File: config.mk
export PLATFORM = sky130hd
export DESIGN_NAME = lwc_walker
export DESIGN_NICKNAME = d
export VERILOG_FILES = /design/src/sv/lwc_pkg.sv /design/src/sv/lwc_walker.sv
export SDC_FILE = /design/constraint.sdc
export NUM_CORES = 1
export LEC_CHECK = 0
export BUFFER_PORTS_ARGS = -buffer_cell sky130_fd_sc_hd__buf_4
export CORE_AREA = 2 2 132 134
export DETAILED_ROUTE_END_ITERATION = 10
export DIE_AREA = 0 0 134 136
export PLACE_DENSITY = 0.8
export SKIP_LAST_GASP = 1
export SLEW_MARGIN = 20
export SYNTH_ARGS = -nofsm -noshare
export SYNTH_HDL_FRONTEND = slang
export SYNTH_SLANG_ARGS = --single-unit
File: constraint.sdc
create_clock -name aclk -period 16.45 [get_ports aclk]
set_input_delay 1.645 -clock aclk [delete_from_list [all_inputs] [get_ports aclk]]
set_output_delay 1.645 -clock aclk [all_outputs]
set_load 0.005 [all_outputs]
File: src/sv/lwc_pkg.sv
// Shared types and constants for the lattice walk coverage block.
package lwc_pkg;

    localparam int HALF_W  = 7;    // half_size register width
    localparam int COUNT_W = 14;   // visited_count and cell_total width
    localparam int BOUND_W = 8;    // wide enough for coordinates up to 2*64
    localparam int DIR_W   = 2;
    localparam int PDATA_W = 32;
    localparam int PADDR_W = 3;

    localparam logic [HALF_W-1:0] HALF_RESET = 7'd64;

    // Register index, taken from the word address.
    localparam logic REG_HALF_SIZE = 1'b0;

    localparam logic [DIR_W-1:0] DIR_UP    = 2'd0;
    localparam logic [DIR_W-1:0] DIR_RIGHT = 2'd1;
    localparam logic [DIR_W-1:0] DIR_DOWN  = 2'd2;
    localparam logic [DIR_W-1:0] DIR_LEFT  = 2'd3;

    // Walk limits derived from the bound, in offset coordinates (origin at MAX_HALF).
    typedef struct packed {
        logic [BOUND_W-1:0] lo;     // coordinate at or below this ends the walk
        logic [BOUND_W-1:0] hi;     // coordinate at or above this ends the walk
        logic [COUNT_W-1:0] total;  // (2n-1) squared
    } lwc_bound_t;

endpackage

File: src/sv/lwc_walker.sv
// Walk sequencer: row read-modify-write, position and count, clear pass, result register.
module lwc_walker
    import lwc_pkg::*;
#(
    parameter int MAX_HALF = 64,
    parameter int SIDE     = 2 * MAX_HALF,
    parameter int ROW_W    = $clog2(SIDE)
) (
    input  logic               aclk,
    input  logic               aresetn,
    input  logic               restart,
    input  lwc_bound_t         bound,
    input  logic               s_valid,
    output logic               s_ready,
    input  logic [DIR_W-1:0]   s_direction,
    output logic               m_valid,
    input  logic               m_ready,
    output logic [COUNT_W-1:0] m_visited_count,
    output logic [COUNT_W-1:0] m_cell_total,
    output logic               mem_wr_en,
    output logic [ROW_W-1:0]   mem_wr_addr,
    output logic [SIDE-1:0]    mem_wr_data,
    output logic               mem_rd_en,
    output logic [ROW_W-1:0]   mem_rd_addr,
    input  logic [SIDE-1:0]    mem_rd_data
);

    localparam int EXT_W = ROW_W + 1;
    localparam logic [ROW_W-1:0] ORIGIN   = ROW_W'(MAX_HALF);
    localparam logic [ROW_W-1:0] LAST_ROW = ROW_W'(SIDE - 1);

    typedef enum logic [2:0] {
        ST_CLEAR  = 3'b001,
        ST_IDLE   = 3'b010,
        ST_UPDATE = 3'b100
    } walk_state_t;

    walk_state_t        state_reg;
    logic [ROW_W-1:0]   clr_cnt_reg;
    logic [ROW_W-1:0]   pos_x_reg;
    logic [ROW_W-1:0]   pos_y_reg;
    logic [COUNT_W-1:0] count_reg;
    logic [DIR_W-1:0]   dir_reg;
    logic               m_valid_reg;
    logic [COUNT_W-1:0] m_count_reg;
    logic [COUNT_W-1:0] m_total_reg;

    logic [EXT_W-1:0]   nx;
    logic [EXT_W-1:0]   ny;
    logic               hit;
    logic               end_walk;
    logic               out_free;
    logic               advance;
    logic [COUNT_W-1:0] count_next;

    assign s_ready   = (state_reg == ST_IDLE);
    assign mem_rd_en = s_valid && s_ready;
    assign mem_rd_addr = pos_x_reg;

    always_comb begin
        nx = {1'b0, pos_x_reg};
        ny = {1'b0, pos_y_reg};
        case (dir_reg)
            DIR_UP:    ny = {1'b0, pos_y_reg} + EXT_W'(1);
            DIR_RIGHT: nx = {1'b0, pos_x_reg} + EXT_W'(1);
            DIR_DOWN:  ny = {1'b0, pos_y_reg} - EXT_W'(1);
            DIR_LEFT:  nx = {1'b0, pos_x_reg} - EXT_W'(1);
            default:   nx = {1'b0, pos_x_reg};
        endcase

        hit        = mem_rd_data[pos_y_reg];
        count_next = count_reg + COUNT_W'(!hit);
        end_walk   = (BOUND_W'(nx) <= bound.lo) || (BOUND_W'(nx) >= bound.hi)
                  || (BOUND_W'(ny) <= bound.lo) || (BOUND_W'(ny) >= bound.hi);
        out_free   = !m_valid_reg || m_ready;
        // Hold a walk-ending step until the result slot is free.
        advance    = (state_reg == ST_UPDATE) && (!end_walk || out_free);

        mem_wr_en   = 1'b0;
        mem_wr_addr = pos_x_reg;
        mem_wr_data = mem_rd_data | (SIDE'(1) << pos_y_reg);
        if (state_reg == ST_CLEAR) begin
            mem_wr_en   = 1'b1;
            mem_wr_addr = clr_cnt_reg;
            mem_wr_data = '0;
        end else if (advance) begin
            mem_wr_en = 1'b1;
        end
    end

    always_ff @(posedge aclk) begin
        if (!aresetn) begin
            state_reg   <= ST_CLEAR;
            clr_cnt_reg <= '0;
            pos_x_reg   <= ORIGIN;
            pos_y_reg   <= ORIGIN;
            count_reg   <= '0;
            m_valid_reg <= 1'b0;
        end else begin
            if (m_valid_reg && m_ready) begin
                m_valid_reg <= 1'b0;
            end
            if (restart) begin
                state_reg   <= ST_CLEAR;
                clr_cnt_reg <= '0;
                pos_x_reg   <= ORIGIN;
                pos_y_reg   <= ORIGIN;
                count_reg   <= '0;
            end else begin
                unique case (state_reg)
                    ST_CLEAR: begin
                        clr_cnt_reg <= clr_cnt_reg + ROW_W'(1);
                        if (clr_cnt_reg == LAST_ROW) begin
                            state_reg <= ST_IDLE;
                        end
                    end
                    ST_IDLE: begin
                        if (s_valid) begin
                            dir_reg   <= s_direction;
                            state_reg <= ST_UPDATE;
                        end
                    end
                    ST_UPDATE: begin
                        if (advance) begin
                            if (end_walk) begin
                                m_valid_reg <= 1'b1;
                                m_count_reg <= count_next;
                                m_total_reg <= bound.total;
                                pos_x_reg   <= ORIGIN;
                                pos_y_reg   <= ORIGIN;
                                count_reg   <= '0;
                                clr_cnt_reg <= '0;
                                state_reg   <= ST_CLEAR;
                            end else begin
                                pos_x_reg <= nx[ROW_W-1:0];
                                pos_y_reg <= ny[ROW_W-1:0];
                                count_reg <= count_next;
                                state_reg <= ST_IDLE;
                            end
                        end
                    end
                    default: begin
                        state_reg <= ST_CLEAR;
                    end
                endcase
            end
        end
    end

    assign m_valid         = m_valid_reg;
    assign m_visited_count = m_count_reg;
    assign m_cell_total    = m_total_reg;

endmodule

==> out/qor.csv, run 1 <==
metric,value,unit
Reg area,1680,um2
RSZ-0062 raised after global routing,no,
setup slack after layout,10020,ps
first-pass GRT wire length,42500,um
Initial Utilization,39.4,%
CTS Buffer Depth,2,
area of the die,18200,um2
Logic pwr share,16.3,%
post-synthesis register bit count,69,
antenna diode count,0,
Synth Area in Adders,6.97,%
Setup-failing EPs final,0,
worst hold path type,reg2reg,
Worst Reg-to-Reg Cells,15,
Critical Path AT,4790,ps
main combinational cell family by area after synthesis,simple AND/OR/NAND/NOR gates,
NetSw,99.8,uW
hold path depth,2,
CTS root buf,clkbuf_16,
CTS tree,yes,
vias in the first global route,7794,
DR iter-0 viols,638,
Sw Ratio,23.0,%
top-level port count,339,
share of post-route cells with drive strength above 1,35.0,%
Setup TNS Final,0,ps
largest net degree at the start of global routing,88,
ANT nets after route,0,
placed cells,1390,
final hold violation count,0,
area post-placement,9300,um2
Max Fclk,155,MHz
Die W,134,um
fill cell count,1607,
Post-Synth Simple-Gate Area,25.2,%
Reg power frac,41.1,%
Yosys cell types,63,
Hold Path Origin,count_reg[13],
syn_nets,1081,
Final Cycle Share,39.1,%
CP max FO,20,
crit-path cells,nor2b_1 > xor2_1 > ha_1 > nor2_1 > a21boi_0 > o21ai_1 > mux2i_1 > nor2_1 > xnor2_1 > ha_1 > nand4_1 > o22ai_1 > a31oi_1 > o311ai_1 > nor2_1 > o21ai_0 > nand2_1 > buf_4,
Place WS,10420,ps
Hold Path End,count_reg[13],
Routed wire per std cell,20.2,um
GRT busiest layer,met2,
power share of the clock group,42.6,%
syn_area_per_cell,7.56,um2
clk slew on worst S/H paths,50,ps
worst-margin pin slew,994,ps
DP Wirelength,22600,um
vias,8017,
drt pass-1 iters,6,
kind of critical path,reg2out,
relative slew slack,33.2,%
Pint,335,uW
CP Buf/Inv Count,1,
multi-input logic area,4600,um2
CTS buffer count,9,
number of synthesized flops with an enable pin,30,
max_cap viols,0,
"CP delay by family, top",simple AND/OR/NAND/NOR gates,
Cell Rows,48,
Via density,5.70,
clk_skew,5.19,ps
Final nets,1378,
Worst path slowest cell,edfxtp_1,
register area share after synthesis,25.3,%
RD Place Congestion,0.983,
compound-cell area share of the yosys netlist,20.2,%
Critical Path Source Type,flip-flop,
grt met3 use,7.12,%
DRC viols,0,
Ys Warns,0,
WP data required,14800,ps
Max rail drop VDD,0.0516,mV
Clock Sinks,69,
XOR/XNOR share of the synthesized area,3.95,%
worst skew pair latency,330,ps
synthesis-to-finish area growth,44.2,%
prevailing post-synth register cell,dfxtp_1,
core area,16900,um2
Final Instance Count excl. Fillers,1406,
Global Route Usage Sum,29.9,%
met2 Resource Use GR,54.3,%
Final Cell Area,9580,um2
met1 GRT Util,33.6,%
status,"complete, no violations",
RR Endpoint,m_visited_count[9],
Final min period,6430,ps
asr flop ratio synth,0,%
Pleak,0.00436,uW
gr ovfl total,0,
I/O Buffers,338,
die height,136,um
Power Dens Cells,45.3,nW/um2
cts hold-fix bufs,0,
CP peak stage delay,780,ps
Final Max Tran Viols,0,
Setup Buffers After CTS,0,
final wirelength,28500,um
Post-Synthesis Cells,879,
post-synthesis mux area share,12.6,%
FF-to-FF Start,dir_reg[1],
crit-path most repeated cell,nor2_1,
H-tree Lvls,3,
Reg2Reg Setup Slack,11590,ps
initial antenna violation count,0,
crit path capture type,primary output,
post-CTS sizing,0,
Post-Syn Area,6650,um2
-- power groups by stage --
| stage | clock (uW) | sequential (uW) | combinational, uW |
|---|---|---|---|
| 2_1_floorplan | 0 | 182 | 25.5 |
| 3_3_place_gp | 0 | 182 | 69.5 |
| 3_5_place_dp | 0 | 182 | 69.9 |
| 4_1_cts | 187 | 179 | 70.2 |
| 5_1_grt | 194 | 179 | 76.4 |
| 6_report | 185 | 179 | 70.9 |
-- how the worst max path moves through the flow --
stage | from | end | slack (ps) | cells past startpoint
global placement | dir_reg[1] | mem_wr_en | 10650 | 18
detailed placement | dir_reg[1] | mem_wr_en | 10420 | 18
global route | dir_reg[1] | mem_wr_en | 9620 | 18
CTS | dir_reg[1] | mem_wr_en | 10030 | 18
floorplan | pos_y_reg[1] | m_cell_total[0] | 10170 | 16
finish | dir_reg[1] | mem_wr_en | 10020 | 18
-- routing by layer --
layer	vias to the layer above	share of wire (%)
met5	-	0
met4	0	3.7
met1	3738	36
li1	3752	-
met3	65	9.4
met2	462	51
-- worst register-to-register path, cell delays in order, from the launching register on --
cell	delay [ps]
edfxtp_1	780
nor2b_1	450
xor2_1	120
ha_1	230
nor2_1	130
a21boi_0	100
o21ai_1	280
xor2_1	150
o21a_1	230
or2_1	260
ha_1	280
nand4_1	110
o311ai_1	550
nor2_1	230
nor4_2	250
buf_4	370
-- stage by stage --
step	power [uW]	util [%]	hold slack, ps
2_1_floorplan	208	-	433
3_3_place_gp	252	55.1	443
3_5_place_dp	252	55.1	457
4_1_cts	435	56.8	465
5_1_grt	449	56.8	483
6_report	434	56.8	463
-- cell usage in the layout, fill, tap and decap left out, drive strengths merged, types with 8 or more instances in the layout --
cell    Yosys  final
o211ai      8      8
mux4       30     30
and3        8      8
a21oi     147    147
nor2b      15     15
nand4      11     11
xor2       12     12
nand3      36     36
inv        22     22
buf        32    353
edfxtp     30     30
nand2b      8      8
nor3       21     21
mux2i      13     13
dfxtp      39     39
o21ai      43     43
nand2      80     80
clkbuf     35     11
ha         37     37
nor2      170    170
xnor2      18     18
-- Yosys cell counts (3+ instances only) --
cell	n	area [um2]
o21ai_1	30	150
clkbuf_1	35	131
nor2b_1	15	93.8
xnor2_1	18	158
inv_1	20	75.1
nor3_1	18	90.1
a21o_1	3	22.5
a21oi_1	146	731
ha_1	37	463
and3_1	8	50.1
a31oi_1	5	31.3
buf_4	3	22.5
nor2_1	170	638
nand3_1	36	180
o22ai_1	5	31.3
nand4_1	11	68.8
o211ai_1	8	60.1
buf_2	21	105
edfxtp_1	30	901
nor4_1	3	18.8
or3_1	3	18.8
o21ai_0	13	65.1
nor3b_1	4	30.0
nand2_1	80	300
buf_1	6	22.5
mux2i_1	13	130
nor3_2	3	30.0
o31ai_1	3	22.5
nor3b_2	3	37.5
mux4_2	27	608
dfxtp_1	39	781
xor2_1	12	105
nand2b_1	8	50.1
-- cells by family (layout without fill, tap and decap cells) --
family	count (synthesis)	in the layout
DFF	69	69
and+or+nand+nor	370	370
adders and majority gates	37	37
xor gates and xnor gates	30	30
muxes	45	45
buffers and inverters	89	391
AOI/OAI and AO/OA	239	239
-- area by class of cell --
cell class | instances | area share (%)
clock buffer | 11 | 2.43
clock inverter | 5 | 0.535
inverter | 22 | 0.862
multi-input combinational | 721 | 48.0
sequential | 69 | 17.6
tap | 225 | 2.94
timing repair buffer | 353 | 27.7
No activity file was read; power rests on OpenSTA's default activity.
==> inputs of run 2 (changes only) <==
--- a/config.mk
+++ b/config.mk
@@ -6,10 +6,10 @@
 export NUM_CORES = 1
 export LEC_CHECK = 0
 export BUFFER_PORTS_ARGS = -buffer_cell sky130_fd_sc_hd__buf_4
-export CORE_AREA = 2 2 132 134
+export CORE_AREA = 2 2 133 135
 export DETAILED_ROUTE_END_ITERATION = 10
-export DIE_AREA = 0 0 134 136
-export PLACE_DENSITY = 0.8
+export DIE_AREA = 0 0 135 137
+export PLACE_DENSITY = 0.79
 export SKIP_LAST_GASP = 1
 export SLEW_MARGIN = 20
 export SYNTH_ARGS = -nofsm -noshare
==> constraint.sdc (replaced) <==
create_clock -name aclk -period 6.6 [get_ports aclk]
set_input_delay 0.66 -clock aclk [delete_from_list [all_inputs] [get_ports aclk]]
set_output_delay 0.66 -clock aclk [all_outputs]
set_load 0.005 [all_outputs]
==> out/qor.csv, run 2 (synthesized netlist as in run 1, its figures left out) <==
metric,value,unit,change
status,"complete, no violations",,unchanged
relative slew slack,26.0,%,was 33.2%
Max rail drop VDD,0.138,mV,was 0.0516 mV
CP Buf/Inv Count,1,,unchanged
gr ovfl total,0,,unchanged
kind of critical path,reg2out,,unchanged
vias in the first global route,7645,,"was 7,794"
Global Route Usage Sum,28.7,%,was 29.9%
CP max FO,20,,unchanged
WP data required,5940,ps,"was 14,800 ps"
fill cell count,1653,,"was 1,607"
Setup TNS Final,0,ps,unchanged
Critical Path AT,4840,ps,was 4790 ps
Crit path depth,18,,unchanged
Worst Reg-to-Reg Cells,15,,unchanged
Reg area,1680,um2,unchanged
Critical Path Source Type,flip-flop,,unchanged
FF-to-FF Start,dir_reg[1],,unchanged
CTS root buf,clkbuf_16,,unchanged
CP peak stage delay,800,ps,was 780 ps
max_cap viols,0,,unchanged
Die W,135,um,was 134 um
CTS Buffer Depth,2,,unchanged
Final min period,5500,ps,
core area,17100,um2,"was 16,900 um2"
CTS tree,yes,,unchanged
Setup-failing EPs final,0,,unchanged
worst hold path type,reg2reg,,unchanged
die height,137,um,was 136 um
RR Endpoint,m_visited_count[10],,was m_visited_count[9]
Cell Rows,48,,unchanged
largest net degree at the start of global routing,81,,was 88
total power draw,1070,uW,was 434 uW
"CP delay by family, top",simple AND/OR/NAND/NOR gates,,unchanged
DP Wirelength,22000,um,"was 22,600 um"
area post-placement,9310,um2,was 9300 um2
Critical Path End,mem_wr_en,,unchanged
Final Instance Count excl. Fillers,1406,,unchanged
RD Place Congestion,0.931,,was 0.983
area of the die,18500,um2,"was 18,200 um2"
Power Dens Cells,112,nW/um2,was 45.3 nW/um2
worst-margin pin slew,1100,ps,was 994 ps
CTS buffer count,9,,unchanged
Final Cell Area,9590,um2,was 9580 um2
worst skew pair latency,340,ps,was 330 ps
Final nets,1378,,unchanged
initial antenna violation count,0,,unchanged
Setup Buffers After CTS,0,,unchanged
placed cells,1390,,unchanged
"leading cell type in the layout, fill and taps excluded",buf_4,,unchanged
multi-input logic area,4600,um2,unchanged
Final Max Tran Viols,0,,unchanged
Reg2Reg Setup Slack,1390,ps,"was 11,590 ps"
vias,8003,,"was 8,017"
DR iter-0 viols,627,,was 638
I/O Buffers,338,,unchanged
H-tree Lvls,3,,unchanged
fin util,56.2,%,was 56.8%
drt pass-1 iters,5,,was 6
clk_skew,8.90,ps,was 5.19 ps
Max Fclk,182,MHz,
Routed wire per std cell,19.8,um,was 20.2 um
Final Cycle Share,83.3,%,
synthesis-to-finish area growth,44.4,%,was 44.2%
final hold violation count,0,,unchanged
top-level port count,339,,unchanged
cts hold-fix bufs,0,,unchanged
Worst path slowest cell,edfxtp_1,,unchanged
clk slew on worst S/H paths,50,ps,about the same
DRC viols,0,,unchanged
final wirelength,27800,um,"was 28,500 um"
RSZ-0062 raised after global routing,no,,unchanged
Initial Utilization,39.0,%,was 39.4%
crit-path cells,nor2b_1 > xor2_1 > ha_1 > nor2_1 > a21boi_0 > o21ai_1 > mux2i_1 > nor2_1 > xnor2_1 > ha_1 > nand4_1 > o22ai_1 > a31oi_1 > o311ai_1 > nor2_1 > o21ai_0 > nand2_1 > buf_4,,unchanged
Clock Sinks,69,,unchanged
crit-path most repeated cell,nor2_1,,unchanged
ANT nets after route,0,,unchanged
Critical path origin,dir_reg[1],,unchanged
most frequent cells in the layout,"352 x buf_4, 170 x nor2_1, 146 x a21oi_1, 80 x nand2_1",,"was 353 x buf_4, 170 x nor2_1, 146 x a21oi_1, 80 x nand2_1"
post-CTS sizing,0,,unchanged
crit path capture type,primary output,,unchanged
share of post-route cells with drive strength above 1,35.2,%,was 35.0%
Via density,5.69,,was 5.70
Pleak,0.00437,uW,was 0.00436 uW
antenna diode count,0,,unchanged
first-pass GRT wire length,41100,um,"was 42,500 um"
==> run 2: worst min path at each step <==
stage          slack [ps]  cells past startpoint            to    startpoint
2_1_floorplan         430                      2  count_reg[0]  count_reg[0]
3_3_place_gp          440                      2  count_reg[0]  count_reg[0]
3_5_place_dp          450                      2  count_reg[0]  count_reg[0]
4_1_cts               460                      2  count_reg[0]  count_reg[0]
5_1_grt               470                      2  count_reg[0]  count_reg[0]
6_report              460                      2  count_reg[0]  count_reg[0]
==> run 2: report_power, final <==
| group | leakage (uW) | switching (uW) | internal (uW) |
|---|---|---|---|
| registers | 0.000602 | 0.706 | 444 |
| logic | 0.00362 | 72.6 | 99.7 |
| clock network | 0.000140 | 187 | 267 |
| total | 0.00437 | 261 | 811 |
==> run 2: tightest hold or removal path: cells and delay by family (launching register included) <==
family / cells / cell delay, ps
compound gates: 1 / 50
flops: 1 / 310
simple gates: 1 / 50
==> run 2: final cells by class <==
cell class              count  area share (%)
repair buffers            353            27.8
flip-flops and latches     69            17.6
multi-input cells         721            47.9
clock buffers              10            2.49
inverters                  22           0.861
well taps                 225            2.93
clock inverters             6           0.457
==> run 2: routing by layer <==
layer / track usage [%] / vias up / wire [um] / share of wire (%)
met2: 50.8 / 442 / 13900 / 50
met3: 6.07 / 84 / 2550 / 9.2
met5: 0 / - / 0 / 0
met1: 32.8 / 3729 / 10000 / 36
li1: - / 3748 / - / -
met4: 14.8 / 0 / 1360 / 4.9
==> run 2: metrics by stage <==
stage	setup WS, ps	hold slack, ps
final	1100	456
after global routing	621	473
after CTS	1130	457
after detailed placement	1400	447
after global placement	1550	442
after floorplan	315	433
==> inputs of run 3 (changes only) <==
==> constraint.sdc (replaced) <==
create_clock -name aclk -period 5.3 [get_ports aclk]
set_input_delay 0.53 -clock aclk [delete_from_list [all_inputs] [get_ports aclk]]
set_output_delay 0.53 -clock aclk [all_outputs]
set_load 0.005 [all_outputs]
==> out/qor.csv, run 3 (synthesized netlist as in run 1, its figures left out) <==
metric,value,unit,change
status,"complete, no violations",,unchanged
Reg power frac,39.3,%,was 41.5%
die height,137,um,unchanged
Setup TNS Final,0,ps,unchanged
Critical Path End,mem_wr_en,,unchanged
power share of the clock group,45.3,%,was 42.4%
clk slew on worst S/H paths,60,ps,was 50 ps
antenna diode count,0,,unchanged
Pleak,0.00441,uW,was 0.00437 uW
Setup-failing EPs final,0,,unchanged
gr ovfl total,0,,unchanged
synthesis-to-finish area growth,45.8,%,was 44.4%
DP Wirelength,22800,um,"was 22,000 um"
core area,17100,um2,unchanged
relative slew slack,33.3,%,was 26.0%
Max Used Layer,met4,,unchanged
kind of critical path,reg2out,,unchanged
DR iter-0 viols,624,,was 627
Critical Path Source Type,flip-flop,,unchanged
largest net degree at the start of global routing,143,,was 81
CP max FO,14,,was 20
cts hold-fix bufs,0,,unchanged
most frequent cells in the layout,"358 x buf_4, 169 x nor2_1, 146 x a21oi_1, 80 x nand2_1",,"was 352 x buf_4, 170 x nor2_1, 146 x a21oi_1, 80 x nand2_1"
Worst path slowest cell,edfxtp_1,,unchanged
RSZ-0062 raised after global routing,no,,unchanged
RD Place Congestion,0.963,,was 0.931
worst-margin pin slew,992,ps,was 1100 ps
final wirelength,28900,um,"was 27,800 um"
ANT nets after route,0,,unchanged
NetSw,322,uW,was 261 uW
Routed wire per std cell,20.5,um,was 19.8 um
worst hold path type,in2reg,,was reg2reg
Final min period,4920,ps,
Pint,1090,uW,was 811 uW
Crit path depth,18,,unchanged
worst skew pair latency,330,ps,was 340 ps
crit path capture type,primary output,,unchanged
CTS buffer count,9,,unchanged
WP data required,4770,ps,was 5940 ps
final hold violation count,0,,unchanged
Critical Path AT,4390,ps,was 4840 ps
FF-to-FF Start,dir_reg[0],,was dir_reg[1]
Max Fclk,203,MHz,
CTS root buf,clkbuf_16,,unchanged
met3 WL,2660,um,was 2550 um
Die W,135,um,unchanged
H-tree Lvls,3,,unchanged
vias,8193,,"was 8,003"
CTS tree,yes,,unchanged
CP peak stage delay,580,ps,was 800 ps
Power Dens Cells,146,nW/um2,was 112 nW/um2
initial antenna violation count,0,,unchanged
Cell Rows,48,,unchanged
Critical path origin,dir_reg[0],,was dir_reg[1]
CTS Buffer Depth,2,,unchanged
hold path depth,1,,was 2
met2 routed WL,14700,um,"was 13,900 um"
area of the die,18500,um2,unchanged
Sw Ratio,22.8,%,was 24.3%
Final nets,1384,,"was 1,378"
DRC viols,0,,unchanged
Worst Reg-to-Reg Cells,18,,was 15
"leading cell type in the layout, fill and taps excluded",buf_4,,unchanged
Logic pwr share,15.5,%,was 16.1%
clk_skew,7.67,ps,was 8.90 ps
top-level port count,339,,unchanged
Final Max Tran Viols,0,,unchanged
first-pass GRT wire length,42600,um,"was 41,100 um"
"CP delay by family, top",simple AND/OR/NAND/NOR gates,,unchanged
Max rail drop VDD,0.138,mV,about the same
area post-placement,9350,um2,was 9310 um2
max_cap viols,0,,unchanged
WL met1,10300,um,"was 10,000 um"
I/O Buffers,338,,unchanged
Initial Utilization,39.0,%,unchanged
share of post-route cells with drive strength above 1,35.6,%,was 35.2%
Hold Path Origin,bound[3],,was count_reg[0]
Final Cycle Share,92.8,%,
Global Route Usage Sum,29.8,%,was 28.7%
vias in the first global route,7848,,"was 7,645"
fin util,56.8,%,was 56.2%
Reg2Reg Setup Slack,810,ps,was 1390 ps
CP Buf/Inv Count,1,,unchanged
Via density,5.80,,was 5.69
drt pass-1 iters,7,,was 5
crit-path cells,nor2b_2 > xor2_1 > ha_1 > nor2_1 > a21boi_0 > o21ai_1 > mux2i_1 > nor2_1 > xnor2_1 > ha_1 > nand4_1 > o22ai_1 > a31oi_1 > o311ai_1 > nor2_2 > o21ai_0 > nand2_1 > buf_4,,was nor2b_1 > xor2_1 > ha_1 > nor2_1 > a21boi_0 > o21ai_1 > mux2i_1 > nor2_1 > xnor2_1 > ha_1 > nand4_1 > o22ai_1 > a31oi_1 > o311ai_1 > nor2_1 > o21ai_0 > nand2_1 > buf_4
RR Endpoint,count_reg[7],,was m_visited_count[10]
Clock Sinks,69,,unchanged
Final Cell Area,9690,um2,was 9590 um2
==> run 3: final cells by class <==
cell class	count	area [um2]
Clock buffer	10	229
Fill cell	1617	7370
Inverter	22	82.6
Tap cell	225	282
Timing Repair Buffer	359	2710
Clock inverter	6	88.8
Multi-Input combinational cell	721	4610
Sequential cell	69	1680
==> run 3: worst reg2reg max path, stage by stage, from the launching register on <==
cell and delay, ps:
edfxtp_1 580, nor2b_2 310, xor2_1 110, ha_1 230, nor2_1 130, a21boi_0 110
o21ai_1 300, mux2i_1 270, nor2_1 70, xnor2_1 290, ha_1 310, nand4_1 150
o22ai_1 110, a31oi_1 190, o311ai_1 220, nor3_4 510, buf_4 320, nand3_1 110
o21ai_1 100
==> run 3: worst min-delay path by stage <==
stage	to	slack, ps
after global routing	m_cell_total[5]	360
final	m_cell_total[3]	370
after detailed placement	count_reg[0]	450
after floorplan	count_reg[0]	430
after global placement	count_reg[0]	440
after CTS	m_cell_total[6]	370
==> run 3: routing by layer <==
metal	up-vias	GRT usage, %
met1	3817	33.8
met3	95	7.19
met2	505	53.0
li1	3776	-
met4	0	13.5
met5	-	0
==> run 3: through the flow <==
step / setup WS [ps] / std cells / power [uW] / hold slack, ps
after global routing: 56.8 / 1412 / 1460 / 357
final: 384 / 1412 / 1410 / 373
after floorplan: 176 / 879 / 645 / 433
after global placement: 729 / 1394 / 777 / 440
after CTS: 90.8 / 1410 / 1410 / 369
after detailed placement: 510 / 1394 / 780 / 446
==> run 3: what timing repair did <==
item,in CTS,in global routing
buffers inserted,0,2
hold endpoints to repair,0,0
gates resized for setup,0,2
endpoints found under the setup margin,0,1
==> run 3: power by group through the flow <==
stage / Combinational (uW) / Sequential (uW) / Clock, uW
2_1_floorplan: 79.3 / 565 / 0
3_5_place_dp: 215 / 565 / 0
3_3_place_gp: 212 / 565 / 0
6_report: 218 / 554 / 639
5_1_grt: 236 / 554 / 672
4_1_cts: 216 / 554 / 643
